--- src/rtl/amon_pkg.sv ---
package amon_pkg;

  localparam int CHANNELS    = 16;
  localparam int CH_AW       = (CHANNELS > 1) ? $clog2(CHANNELS) : 1;
  localparam int CHAN_BITS   = 4;
  localparam int SAMPLE_BITS = 32;

  localparam int S_FIELD_BITS = CHAN_BITS + 4 * SAMPLE_BITS + 2;
  localparam int S_TDATA_BITS = ((S_FIELD_BITS + 7) / 8) * 8;
  localparam int M_FIELD_BITS = CHAN_BITS + 2 + 2 * SAMPLE_BITS;
  localparam int M_TDATA_BITS = ((M_FIELD_BITS + 7) / 8) * 8;

  typedef logic signed [SAMPLE_BITS-1:0] value_t;
  typedef logic [CHAN_BITS-1:0]          chan_t;
  typedef logic [1:0]                    level_t;

  localparam level_t LVL_NORMAL   = 2'd0;
  localparam level_t LVL_LOW      = 2'd1;
  localparam level_t LVL_DANGER   = 2'd2;
  localparam level_t LVL_CRITICAL = 2'd3;

  localparam logic ACT_CHECK = 1'b0;
  localparam logic ACT_CLEAR = 1'b1;

  typedef struct packed {
    logic   action;
    chan_t  channel;
    value_t sample;
    logic   sample_valid;
    logic   monitor_enabled;
    value_t critical_limit;
    value_t danger_limit;
    value_t low_limit;
  } item_t;

  typedef struct packed {
    logic   wr_en;
    level_t wr_level;
    logic   evt;
    value_t crossed;
    logic   failure;
  } grade_t;

endpackage

--- src/rtl/amon_level_ram.sv ---
module amon_level_ram #(
  parameter int DEPTH = 16,
  parameter int AW    = 4,
  parameter int DW    = 2
) (
  input  logic          clk_i,
  input  logic          we_i,
  input  logic [AW-1:0] waddr_i,
  input  logic [DW-1:0] wdata_i,
  input  logic          re_i,
  input  logic [AW-1:0] raddr_i,
  output logic [DW-1:0] rdata_o
);

  logic [DW-1:0] mem_q [DEPTH];
  logic [DW-1:0] rdata_q;

  always_ff @(posedge clk_i) begin
    if (we_i) begin
      mem_q[waddr_i] <= wdata_i;
    end
  end

  always_ff @(posedge clk_i) begin
    if (re_i) begin
      rdata_q <= mem_q[raddr_i];
    end
  end

  assign rdata_o = rdata_q;

endmodule

--- src/rtl/amon_grade.sv ---
module amon_grade (
  input  amon_pkg::item_t  item_i,
  input  logic             seen_i,
  input  amon_pkg::level_t prev_level_i,
  input  amon_pkg::value_t failure_marker_i,
  output amon_pkg::grade_t grade_o
);

  amon_pkg::level_t lvl;
  amon_pkg::level_t prev_eff;
  amon_pkg::value_t crossed;
  logic             failure;
  logic             in_range;
  logic             quiet_mark;

  assign in_range = int'(item_i.channel) < amon_pkg::CHANNELS;
  assign prev_eff = seen_i ? prev_level_i : amon_pkg::LVL_NORMAL;

  always_comb begin
    lvl        = amon_pkg::LVL_NORMAL;
    crossed    = '0;
    failure    = 1'b0;
    quiet_mark = 1'b0;
    if (!item_i.sample_valid) begin
      if (!seen_i) begin
        quiet_mark = 1'b1;
      end else begin
        lvl     = amon_pkg::LVL_CRITICAL;
        crossed = failure_marker_i;
        failure = 1'b1;
      end
    end else if (item_i.sample >= item_i.critical_limit) begin
      lvl     = amon_pkg::LVL_CRITICAL;
      crossed = item_i.critical_limit;
    end else if (item_i.sample >= item_i.danger_limit) begin
      lvl     = amon_pkg::LVL_DANGER;
      crossed = item_i.danger_limit;
    end else if (item_i.sample <= item_i.low_limit) begin
      lvl     = amon_pkg::LVL_LOW;
      crossed = item_i.low_limit;
    end
  end

  always_comb begin
    grade_o          = '0;
    grade_o.wr_level = lvl;
    grade_o.crossed  = crossed;
    grade_o.failure  = failure;
    if (item_i.action == amon_pkg::ACT_CHECK && item_i.monitor_enabled && in_range) begin
      if (quiet_mark) begin
        grade_o.wr_en    = 1'b1;
        grade_o.wr_level = amon_pkg::LVL_NORMAL;
      end else if (lvl != prev_eff) begin
        grade_o.wr_en = 1'b1;
        grade_o.evt   = 1'b1;
      end
    end
  end

endmodule

--- src/rtl/multichannel_alarm_level_monitor.sv ---
// Multichannel alarm level monitor.
// Samples arrive on the s_axis channel, one word per sample; tuser set means
// the word is a clear action that forgets the level history of all channels.
// Level change events leave on the m_axis channel, tuser marking events that
// were caused by invalid sensor data. The cfg channel writes the failure
// marker reported in such events; it is always ready.
// A sample is taken every cycle unless an event waits in the grading stage
// for a busy output register. The level table is read at the accepting edge;
// grading, the table write and the output register load for m_axis take
// effect as the grading stage passes the word on. Samples on one channel may
// follow each other directly; the new level is forwarded around the table.
// Reset marks every channel as unseen and sets the failure marker to zero;
// no clearing pass is needed, as a seen flag per channel is kept in flops.
// When the receiver stalls, the event stays in the output register and one
// more sample is held in the grading stage; samples that cause no event keep
// passing while the grading stage is free.
module multichannel_alarm_level_monitor (
  input  logic                                clk_i,
  input  logic                                rst_ni,
  input  logic                                s_axis_tvalid,
  output logic                                s_axis_tready,
  // channel, sample, sample_valid, monitor_enabled, critical_limit,
  // danger_limit, low_limit, zero fill
  input  logic [amon_pkg::S_TDATA_BITS-1:0]   s_axis_tdata,
  // action
  input  logic                                s_axis_tuser,
  output logic                                m_axis_tvalid,
  input  logic                                m_axis_tready,
  // event_channel, event_level, event_value, crossed_limit, zero fill
  output logic [amon_pkg::M_TDATA_BITS-1:0]   m_axis_tdata,
  // sensor_failure
  output logic                                m_axis_tuser,
  input  logic                                cfg_valid_i,
  output logic                                cfg_ready_o,
  input  logic [amon_pkg::SAMPLE_BITS-1:0]    cfg_data_i
);

  localparam int SB = amon_pkg::SAMPLE_BITS;
  localparam int CB = amon_pkg::CHAN_BITS;

  amon_pkg::item_t  in_item;
  amon_pkg::item_t  s1_item_q;
  logic             s1_valid_q;
  logic             s1_go;
  logic             accept;
  amon_pkg::grade_t grade;
  amon_pkg::value_t marker_q;
  logic [amon_pkg::CHANNELS-1:0] seen_q;
  logic             fwd_hit_q;
  amon_pkg::level_t fwd_level_q;
  amon_pkg::level_t ram_rdata;
  amon_pkg::level_t prev_level;
  logic             seen;
  logic             wr_en;
  logic [amon_pkg::CH_AW-1:0] s1_idx;
  logic [amon_pkg::CH_AW-1:0] in_idx;
  logic             out_valid_q;
  logic [amon_pkg::M_TDATA_BITS-1:0] out_data_q;
  logic             out_user_q;
  logic             out_free;

  assign in_item.action          = s_axis_tuser;
  assign in_item.channel         = s_axis_tdata[CB-1:0];
  assign in_item.sample          = s_axis_tdata[CB+SB-1:CB];
  assign in_item.sample_valid    = s_axis_tdata[CB+SB];
  assign in_item.monitor_enabled = s_axis_tdata[CB+SB+1];
  assign in_item.critical_limit  = s_axis_tdata[CB+2*SB+1:CB+SB+2];
  assign in_item.danger_limit    = s_axis_tdata[CB+3*SB+1:CB+2*SB+2];
  assign in_item.low_limit       = s_axis_tdata[CB+4*SB+1:CB+3*SB+2];

  assign in_idx = in_item.channel[amon_pkg::CH_AW-1:0];
  assign s1_idx = s1_item_q.channel[amon_pkg::CH_AW-1:0];

  assign out_free      = !out_valid_q || m_axis_tready;
  assign s1_go         = s1_valid_q && (!grade.evt || out_free);
  assign s_axis_tready = !s1_valid_q || s1_go;
  assign accept        = s_axis_tvalid && s_axis_tready;
  assign wr_en         = s1_go && grade.wr_en;
  assign cfg_ready_o   = 1'b1;

  amon_level_ram #(
    .DEPTH(amon_pkg::CHANNELS),
    .AW   (amon_pkg::CH_AW),
    .DW   (2)
  ) u_ram (
    .clk_i  (clk_i),
    .we_i   (wr_en),
    .waddr_i(s1_idx),
    .wdata_i(grade.wr_level),
    .re_i   (accept),
    .raddr_i(in_idx),
    .rdata_o(ram_rdata)
  );

  assign prev_level = fwd_hit_q ? fwd_level_q : ram_rdata;
  assign seen       = seen_q[s1_idx];

  amon_grade u_grade (
    .item_i          (s1_item_q),
    .seen_i          (seen),
    .prev_level_i    (prev_level),
    .failure_marker_i(marker_q),
    .grade_o         (grade)
  );

  always_ff @(posedge clk_i or negedge rst_ni) begin
    if (!rst_ni) begin
      marker_q <= '0;
    end else if (cfg_valid_i) begin
      marker_q <= cfg_data_i;
    end
  end

  always_ff @(posedge clk_i or negedge rst_ni) begin
    if (!rst_ni) begin
      s1_valid_q <= 1'b0;
      fwd_hit_q  <= 1'b0;
    end else if (accept) begin
      s1_valid_q <= 1'b1;
      fwd_hit_q  <= wr_en && (s1_idx == in_idx);
    end else if (s1_go) begin
      s1_valid_q <= 1'b0;
      fwd_hit_q  <= 1'b0;
    end
  end

  always_ff @(posedge clk_i) begin
    if (accept) begin
      s1_item_q   <= in_item;
      fwd_level_q <= grade.wr_level;
    end
  end

  always_ff @(posedge clk_i or negedge rst_ni) begin
    if (!rst_ni) begin
      seen_q <= '0;
    end else if (s1_go && s1_item_q.action == amon_pkg::ACT_CLEAR) begin
      seen_q <= '0;
    end else if (wr_en) begin
      seen_q[s1_idx] <= 1'b1;
    end
  end

  always_ff @(posedge clk_i or negedge rst_ni) begin
    if (!rst_ni) begin
      out_valid_q <= 1'b0;
    end else if (s1_go && grade.evt) begin
      out_valid_q <= 1'b1;
    end else if (m_axis_tready) begin
      out_valid_q <= 1'b0;
    end
  end

  always_ff @(posedge clk_i) begin
    if (s1_go && grade.evt) begin
      out_data_q <= {{(amon_pkg::M_TDATA_BITS - amon_pkg::M_FIELD_BITS){1'b0}},
                     grade.crossed, s1_item_q.sample, grade.wr_level, s1_item_q.channel};
      out_user_q <= grade.failure;
    end
  end

  assign m_axis_tvalid = out_valid_q;
  assign m_axis_tdata  = out_data_q;
  assign m_axis_tuser  = out_user_q;

`ifndef SYNTHESIS
  a_clear_forgets: assert property (@(posedge clk_i) disable iff (!rst_ni)
    s1_go && s1_item_q.action == amon_pkg::ACT_CLEAR |=> seen_q == '0)
    else $error("clear action left a channel marked as seen");

  a_failure_is_critical: assert property (@(posedge clk_i) disable iff (!rst_ni)
    m_axis_tvalid && m_axis_tuser |-> m_axis_tdata[CB+1:CB] == amon_pkg::LVL_CRITICAL)
    else $error("sensor failure event with a level other than critical");

  a_normal_no_limit: assert property (@(posedge clk_i) disable iff (!rst_ni)
    m_axis_tvalid && m_axis_tdata[CB+1:CB] == amon_pkg::LVL_NORMAL
      |-> !m_axis_tuser && m_axis_tdata[CB+2*SB+1:CB+SB+2] == '0)
    else $error("normal event carries a limit or a failure flag");

  a_forward_only_live: assert property (@(posedge clk_i) disable iff (!rst_ni)
    fwd_hit_q |-> s1_valid_q)
    else $error("forwarding flag set with no word in the grading stage");
`endif

endmodule
--- config.mk ---
export PLATFORM = sky130hd
export DESIGN_NAME = multichannel_alarm_level_monitor
export DESIGN_NICKNAME = d
export VERILOG_FILES = /design/src/rtl/amon_pkg.sv /design/src/rtl/amon_level_ram.sv /design/src/rtl/amon_grade.sv /design/src/rtl/multichannel_alarm_level_monitor.sv
export SDC_FILE = /design/constraint.sdc
export NUM_CORES = 1
export LEC_CHECK = 0
export ABC_AREA = 0
export BUFFER_PORTS_ARGS = -buffer_cell sky130_fd_sc_hd__buf_2
export CORE_MARGIN = 3
export CORE_UTILIZATION = 45
export DETAILED_ROUTE_END_ITERATION = 6
export GPL_TIMING_DRIVEN = 0
export PLACE_DENSITY = 0.71
export SLEW_MARGIN = 10
export SYNTH_ARGS = -nofsm -noshare
export SYNTH_HDL_FRONTEND = slang
export SYNTH_SLANG_ARGS = --single-unit
export TNS_END_PERCENT = 20
--- constraint.sdc ---
create_clock -name clk_i -period 7.79 [get_ports clk_i]
set_input_delay 0.779 -clock clk_i [delete_from_list [all_inputs] [get_ports clk_i]]
set_output_delay 0.779 -clock clk_i [all_outputs]
set_load 0.01 [all_outputs]
[Yosys cells after proc, flatten, opt, wreduce, memory -nomap -nowiden]
Memory sizes are Yosys's and may differ from the RTL's. A register that Yosys moved wholly into a read port is not among the register bits.
Cells that the tools add are included.
Operators by class
  eq/ne operators: 2
  reductions and logical operators: 17
  mux-type cells: 33
  bitwise operators: 2
  magnitude comparators: 5
Operators with widths (number)
  $mux 32: 5
  $ge 32x32->1: 2
  $le 32x32->1: 1
  $mux 16: 2
  $mux 1: 16
  $or 16x16->16: 1
  $mux 2: 7
  $logic_and 1x1->1: 8
  $reduce_bool 2->1: 3
  $lt 4x5->1 const B: 1
  $bmux 1 s4: 1
  $demux 1 s4: 1
  $eq 4x4->1: 1
  $ge 4x1->1 const B: 1
  $mux 4: 1
  $logic_not 1->1: 3
  $logic_or 1x1->1: 3
  $ne 2x2->1: 1
  $not 1->1: 1
Word-level totals
  word-level logic and storage cells: 76
  output and inout bits: 76
  bits in registers: 259
  bits in writable memories: 32
  input bits: 174
  memories: 1
Memories
  u_ram.mem_q: depth 16, width 2, rd ports 1, clocked after memory_dff 1, write ports 1, line amon_level_ram.sv:15  | logic [DW-1:0] mem_q [DEPTH];

[Longest topological paths before layout]
Gate-level depths: netlist of run 1.
  word-level depth: 15
  mapped depth: 14
  gate-level depth less buffers: 11

[By module]
From an unflattened synthesis of run 1, not the netlist that was laid out.
Second synthesis, totals
  cells, all modules: 910
  area, all modules: 13442.9 um^2
Modules (own cells, without submodules)
  multichannel_alarm_level_monitor: cells an instance 379, seq. area each 7522.2 um^2, times used 1, area each 8602.0 um^2
  amon_grade: cells an instance 453, seq. area each 0.0 um^2, times used 1, area each 3440.8 um^2
  amon_level_ram: cells an instance 78, seq. area each 1021.0 um^2, times used 1, area each 1400.1 um^2

[Worst setup path after synthesis of run 1]
No wires, ideal clock.
  kind: register to register
  start point: register s1_item_q[109] (netlist name)
  end point: register fwd_level_q[0], enable pin
  slack: 1.408 ns
  data required time: 7.276 ns
  period minus slack after synthesis: 6.382 ns
  arrival: 5.868 ns
  buffers on the path: 1
  cell stages (with the launch flop): 12
  setup time: 0.514 ns
  path through: edfxtp_1 > ha_1 > a21oi_1 > o21ai_0 > a221o_1 > o311ai_1 > and3_1 > clkbuf_1 > nor2_1 > o311a_1 > nor2_1 > and2_1
Between the ends
  longest elaborated chain between the ends: 14
  elaborated cells between the ends (all ways): 16
  those cells by class: 3 x order compare; 1 x eq/ne; 7 x mux; 5 x reduce/logical
Ends and longest elaborated chain
  from (decl): line multichannel_alarm_level_monitor.sv:42  | amon_pkg::item_t s1_item_q;
  from (signal assigned): line multichannel_alarm_level_monitor.sv:129  | s1_item_q <= in_item;
  $le 32x32->1: line amon_grade.sv:38  | end else if (item_i.sample <= item_i.low_limit) begin
  $mux 1: line amon_grade.sv:38
  $mux 2: line amon_grade.sv:35  | end else if (item_i.sample >= item_i.danger_limit) begin
  $mux 2 *: line amon_grade.sv:32  | end else if (item_i.sample >= item_i.critical_limit) begin
  $mux 2 *: line amon_grade.sv:24  | if (!item_i.sample_valid) begin
  $ne 2x2->1 *: line amon_grade.sv:53  | end else if (lvl != prev_eff) begin
  $mux 1 *: line amon_grade.sv:53
  $mux 1 *: line amon_grade.sv:50  | if (quiet_mark) begin
  $mux 4 *: line amon_grade.sv:49  | if (item_i.action == amon_pkg::ACT_CHECK && item_i.monitor_enabled && in_range) begin
  $logic_not 1->1 *: line multichannel_alarm_level_monitor.sv:75  | assign s1_go = s1_valid_q && (!grade.evt || out_free);
  $logic_or 1x1->1 *: line multichannel_alarm_level_monitor.sv:75
  $logic_and 1x1->1 *: line multichannel_alarm_level_monitor.sv:75
  $logic_or 1x1->1 *: line multichannel_alarm_level_monitor.sv:76  | assign s_axis_tready = !s1_valid_q || s1_go;
  via s_axis_tready: line multichannel_alarm_level_monitor.sv:21  | output logic s_axis_tready,
  $logic_and 1x1->1 *: line multichannel_alarm_level_monitor.sv:77  | assign accept = s_axis_tvalid && s_axis_tready;
  via accept: line multichannel_alarm_level_monitor.sv:45  | logic accept;
  to (signal assigned): line multichannel_alarm_level_monitor.sv:130  | fwd_level_q <= grade.wr_level;
  to (decl): line multichannel_alarm_level_monitor.sv:50  | amon_pkg::level_t fwd_level_q;
The timed path passes the listed nets; every way through them passes the cells marked *.
A chain may end at the register's enable or synchronous reset.

[Worst setup path after layout of run 1]
  start point: register s1_item_q[112] (netlist name)
  end point: register s1_item_q[75] (netlist name), enable pin
Between the ends
  longest elaborated chain between the ends: 14
  elaborated cells between the ends (all ways): 16
  those cells by class: 3 x order compare; 1 x eq/ne; 7 x mux; 5 x reduce/logical
Ends and longest elaborated chain (line)
  $le 32x32->1: amon_grade.sv:38
  $mux 1: amon_grade.sv:38
  $mux 2: amon_grade.sv:35
  $mux 2 *: amon_grade.sv:32
  $mux 2 *: amon_grade.sv:24
  $ne 2x2->1 *: amon_grade.sv:53
  $mux 1 *: amon_grade.sv:53
  $mux 1 *: amon_grade.sv:50
  $mux 4 *: amon_grade.sv:49
  $logic_not 1->1 *: multichannel_alarm_level_monitor.sv:75
  $logic_or 1x1->1 *: multichannel_alarm_level_monitor.sv:75
  $logic_and 1x1->1 *: multichannel_alarm_level_monitor.sv:75
  $logic_or 1x1->1 *: multichannel_alarm_level_monitor.sv:76
  $logic_and 1x1->1 *: multichannel_alarm_level_monitor.sv:77
  via accept: multichannel_alarm_level_monitor.sv:45
Marked as above.

==> flow_summary_export.csv, run 1 <==
group,metric,value,unit
outcome,status,"finished clean",
critical_path,cp.required,8020,ps
grt,antenna_found_initial,4,
clock_network,postCtsSetupBuffers,0,
layout,final_nets,1568,
grt,track_usage,21.98,%
timing,fin_crit,5181,ps
logic_synthesis,synth.distinct_cells,58,
logic_synthesis,yosysWarnings,0,
routing,avgViaCountPerCell,5.501,
timing,final.period_utilization,66.51,%
critical_path,cp-start-kind,"flop",
die,rows,62,
timing,finalSetupViolations,0,
die,start_util,46.37,%
clock_network,cts_resized,0,
clock_network,clkTransAtPathRegs,60,ps
critical_path,r2r_slack,2610,ps
routing,drt-pass1-iter-count,6,
layout,drive_gt1_share,26.91,%
die,ios,250,
critical_path,worst_setup_path_end_kind,"flop",
logic_synthesis,async_flop_share,17.41,%
layout,fin_util,55.75,%
routing,via_count,9395,
logic_synthesis,ys_seq_elements,293,
clock_network,clockRootBuffer,"clkbuf_16",
timing,worst_pin_slew,825.3,ps
routing,avgRoutedWirePerCell,21.18,um
timing,relSlewSlack,44.98,%
layout,syn2layout_area_growth,20.23,%
routing,drtIter0Drc,794,
grt,grt_max_degree,59,
logic_synthesis,synth_area,13490,um2
clock_network,htreeDepth,1,
critical_path,cp.arrival,5410,ps
logic_synthesis,avgSynthCellArea,13.22,um2
clock_network,cts.sinks,293,
placement,placed_area,15260,um2
timing,finalClockSkew,8.154,ps
hold_path,hold_path.class,"primary input to async pin",
logic_synthesis,synth_cells,1020,
clock_network,worstSkewPairLatency,550,ps
critical_path,timing.rr.end,"s1_item_q[75]",
routing,postRouteAntennaNets,0,
placement,io_buffers,243,
timing,finalHoldViolCount,0,
critical_path,r2r.worst_path.cells,13,
critical_path,crit_fanout,58,
die,dieArea,32090,um2
placement,gp_congestion,0.9217,
grt,grt_pass1_vias,9278,
logic_synthesis,synth_edf_count,242,
layout,layout_commonest_cell,"buf_2",
grt,gr-total-overflow,0,
timing,max_freq,0.1930,GHz
timing,slew_viol_final,0,
power,power_density,229.2,nW/um2
layout,final_cell_mix,"buf_2 (244), edfxtp_1 (242), inv_1 (101)",
clock_network,cts_buffers,29,
logic_synthesis,ys.flop_type,"edfxtp_1",
routing,drc,0,
critical_path,r2r-start,"s1_item_q[112]",
flow_run,drv_cap,0,
clock_network,clockBufferDepth,3,
logic_synthesis,ys_seq_area_share,63.33,%
layout,final_cell_area,16220,um2
clock_network,cts-hold-fix-buffers,0,
routing,wl,36180,um
die,core,29090,um2
placement,dp_hpwl,27830,um
timing,setup_tns,0,ps
die,die_y,179.1,um
die,die_x,179.1,um
clock_network,cts_tree,"yes",
power,leakage,6.632,nW
grt,grt_first_pass_wirelength,52980,um
timing,rsz0062_at_grt,"no",
critical_path,critical_path_class,"flop to flop",
power,ir_drop,0.1888,mV
==> metrics by stage <==
stage	hold slack (ps)	power (mW)	worst slack (ps)	std cells
final	272.1	3.718	2609	1708
after global routing	294.3	3.863	2329	1706
after CTS	376.1	3.742	2621	1703
after detailed placement	444.2	2.363	2637	1651
after global placement	435.7	2.355	-905.7	1648
after floorplan	424.4	2.154	1408	1021
==> area by class of cell <==
cell class                 instances  area, um2
antenna                            5      12.51
buffer                            45      190.2
clock buffer                      41      800.8
clock inverter                    11      132.6
fill                            2465      12870
inverter                         102      382.9
multi-input combinational        581       4389
sequential                       293       8543
tap                              384      480.5
timing repair buffer             246       1286
==> how the worst max path moves through the flow <==
stage                              start              to  slack (ps)  cells after the start
final                     s1_item_q[112]   s1_item_q[75]        2610                     13
after global routing      s1_item_q[112]   s1_item_q[75]        2330                     13
after CTS                 s1_item_q[112]    s1_item_q[5]        2620                     13
after detailed placement  s1_item_q[112]    s1_item_q[5]        2640                     13
after global placement    s1_item_q[112]  s1_item_q[107]        -910                     11
after floorplan           s1_item_q[109]  fwd_level_q[0]        1410                     11
==> state kept, by name (all words and copies together), names as in the netlist <==
name / flops
m_axis_tvalid: 1
u_ram.mem_q: 32
s1_idx: 4
m_axis_tdata: 70
fwd_hit_q: 1
s1_item_q: 131
m_axis_tuser: 1
u_ram.rdata_o: 2
fwd_level_q: 2
seen_q: 16
s1_valid_q: 1
marker_q: 32
==> per-layer routing <==
layer  GRT usage [%]  part of all wire [%]
met4           5.896                   2.9
met2           36.55                    48
met5               0                 0.028
met1           30.01                    42
met3           3.854                   6.8
==> worst max-delay path, stage by stage (launching register included) <==
cell	delay (ps)
edfxtp_1	500
ha_1	370
nand4_1	150
or3_1	440
nor4_1	600
o311ai_1	240
and3_1	200
clkbuf_1	150
and2_1	190
o311a_1	330
nor2_1	280
and2_4	740
buf_12	310
buf_16	280
==> cell families after synthesis <==
logic type | synth area share (%)
fa+ha+maj | 8.905
simple gates | 7.764
compound gates | 9.907
buf+inv | 4.248
flops | 63.33
xor+xnor | 0.2597
other cells | 0.05567
mux | 5.528
==> power breakdown <==
part           leakage [nW]  total (mW)  internal [mW]  switching, mW
logic                  3.25       0.493          0.183          0.310
registers              2.93        1.84           1.80         0.0464
clock network         0.453        1.38          0.810          0.569
total                  6.63        3.72           2.79          0.926
==> synth_stat cells (22+ instances only) <==
library cell | count | area (um2)
nand4_1 | 22 | 137.6
o22ai_1 | 31 | 193.9
clkbuf_1 | 31 | 116.4
nor2_1 | 29 | 108.9
ha_1 | 96 | 1201
edfxtp_1 | 242 | 7267
mux2_2 | 34 | 382.9
nand3_1 | 42 | 210.2
inv_1 | 101 | 379.1
dfrtp_1 | 51 | 1276
o211ai_1 | 37 | 277.8
o21ai_0 | 46 | 230.2
a21oi_1 | 40 | 200.2
nand2_1 | 86 | 322.8
(Power assumes the default switching activity.)
==> inputs of run 2 (changes only) <==
- clock period: 7.79 -> 5.35 ns (I/O delays scaled with it)
==> run 2 against run 1 <==
Net effect: highest routed layer unchanged; largest power group unchanged; combinational power up 45%; routed wire length about the same; the flow now finishes with violations (hold timing); flip-flop and latch count unchanged; final cell count up 0.23%; final area up 0.66%; first-iteration DRC count up 0.63%; hold slack worse by 270 ps; clock skew up 16 ps.
==> flow_summary_export.csv, run 2 (synthesized netlist as in run 1, its figures left out) <==
group,metric,value,unit
timing,finalSetupViolations,0,
grt,antenna_found_initial,5,
die,core,29090,um2
layout,largest_register_ffs,131,
outcome,status,"complete, but fails checks",
clock_network,worstSkewPairLatency,570,ps
critical_path,crit_fanout,60,
layout,layout_commonest_cell,"buf_2",
die,die_x,179.1,um
power,p_switching,1.418,mW
critical_path,crit_top_cell,"buf_16",
grt,grt_max_degree,61,
power,p_int,4.155,mW
routing,drtIter0Drc,799,
power,combPwrFrac,12.8,%
timing,fin_hold_ws,-1.765,ps
timing,fin_ws,378.7,ps
critical_path,crit_buf_inv,3,
critical_path,cp.arrival,5200,ps
clock_network,cts_resized,0,
power,power_density,341.4,nW/um2
timing,slew_viol_final,0,
die,rows,62,
timing,finalHoldViolCount,2,
power,swShare,25.44,%
layout,drive_gt1_share,27.59,%
grt,track_usage,22.07,%
power,ir_drop,0.2280,mV
critical_path,r2r.worst_path.cells,13,
grt,grt_first_pass_wirelength,52990,um
clock_network,cts.sinks,293,
die,start_util,46.37,%
critical_path,max_stage_delay,590,ps
critical_path,cp-start-kind,"flop",
layout,syn2layout_area_growth,21.02,%
critical_path,crit_family,"simple AND/OR/NAND/NOR gates",
clock_network,cts_buffers,31,
clock_network,clockRootBuffer,"clkbuf_16",
placement,dp_hpwl,27740,um
outcome,violations,"hold timing",
layout,final_cell_mix,"buf_2 (244), edfxtp_1 (242), inv_1 (101)",
layout,largest_register,"s1_item_q",
flow_run,drv_cap,0,
layout,fin_util,56.12,%
critical_path,crit_slowest_cell,"nor4_1",
timing,relSlewSlack,41.32,%
timing,final.period_utilization,92.92,%
routing,postRouteAntennaNets,0,
routing,via_count,9392,
clock_network,clkTransAtPathRegs,60,ps
die,die_y,179.1,um
timing,worst_pin_slew,878.0,ps
power,power_frac_seq,48.2,%
clock_network,cts_tree,"yes",
die,ios,250,
critical_path,cp.depth,13,
layout,final_cell_area,16320,um2
placement,gp_congestion,0.9111,
routing,drt-pass1-iter-count,5,
clock_network,htreeDepth,1,
critical_path,crit_path_cell_trace,"ha_1 > nand4_1 > or3_1 > nor4_1 > o311ai_1 > and3_1 > clkbuf_1 > and2_1 > o311a_1 > nor2_1 > and2_4 > buf_16 > buf_16",
critical_path,cp.required,5580,ps
clock_network,postCtsSetupBuffers,0,
timing,fin_crit,4971,ps
routing,drc,0,
placement,placed_area,15270,um2
critical_path,worst_setup_path_end_kind,"flop",
die,dieArea,32090,um2
routing,wl,36210,um
timing,finalClockSkew,24.42,ps
timing,rsz0062_at_grt,"no",
hold_path,hold_path.class,"primary input to async pin",
grt,grt_pass1_vias,9214,
routing,avgViaCountPerCell,5.486,
layout,final_nets,1570,
grt,gr-total-overflow,0,
critical_path,critical_path_class,"flop to flop",
placement,io_buffers,243,
power,leakage,6.670,nW
clock_network,clockBufferDepth,3,
placement,place_worst_setup_slack,352.3,ps
routing,avgRoutedWirePerCell,21.15,um
clock_network,cts-hold-fix-buffers,0,
timing,max_freq,0.2012,GHz
power,clkPwrFrac,38.9,%
run 2: cell type report:
cell class	instances	area [um2]
Antenna cell	5	12.51
Buffer	45	190.2
Clock buffer	35	800.8
Clock inverter	21	231.5
Fill cell	2421	12770
Inverter	102	382.9
Multi-Input combinational cell	581	4389
Sequential cell	293	8543
Tap cell	384	480.5
Timing Repair Buffer	246	1294
run 2: stage by stage:
step | instances | total power, mW | setup TNS [ps]
floorplan | 1021 | 3.133 | 0
global route | 1711 | 5.785 | 0
CTS | 1707 | 5.610 | 0
global placement | 1648 | 3.421 | -218780
detailed placement | 1651 | 3.442 | 0
finish | 1712 | 5.573 | 0
run 2: worst register-to-register path, delay by kind of cell, from the launching register on:
| family | cells | cell delay [ps] |
|---|---|---|
| adder cells (fa/ha/maj) | 1 | 370 |
| AND/OR/NAND/NOR | 7 | 2290 |
| AO/OA/AOI/OAI | 2 | 580 |
| flip-flops | 1 | 510 |
| buffers and inverters | 3 | 830 |
run 2: final timing paths:
check,from,endpoint,slack (ps)
setup / recovery,s1_item_q[112],s1_item_q[3],380
hold / removal,rst_ni,marker_q[10],-2
setup reg to reg,s1_item_q[112],s1_item_q[3],380
hold reg to reg,s1_idx[0],m_axis_tdata[0],450
max in group asynchronous,rst_ni,marker_q[30],4850
min in group clk_i,s_axis_tdata[85],s1_item_q[47],130
run 2: power groups by stage:
| stage | Combinational (mW) | Clock, mW | Sequential (mW) |
|---|---|---|---|
| 5_1_grt | 0.797 | 2.29 | 2.70 |
| 2_1_floorplan | 0.413 | 0 | 2.72 |
| 4_1_cts | 0.715 | 2.21 | 2.69 |
| 6_report | 0.716 | 2.17 | 2.69 |
| 3_3_place_gp | 0.684 | 0 | 2.74 |
| 3_5_place_dp | 0.710 | 0 | 2.73 |
run 2: layer usage:
| layer | global-route usage [%] | wire length [um] |
|---|---|---|
| met1 | 30.22 | 15250 |
| met2 | 36.25 | 17230 |
| met4 | 7.603 | 1214 |
| met3 | 3.219 | 2493 |
| met5 | 0 | 20 |
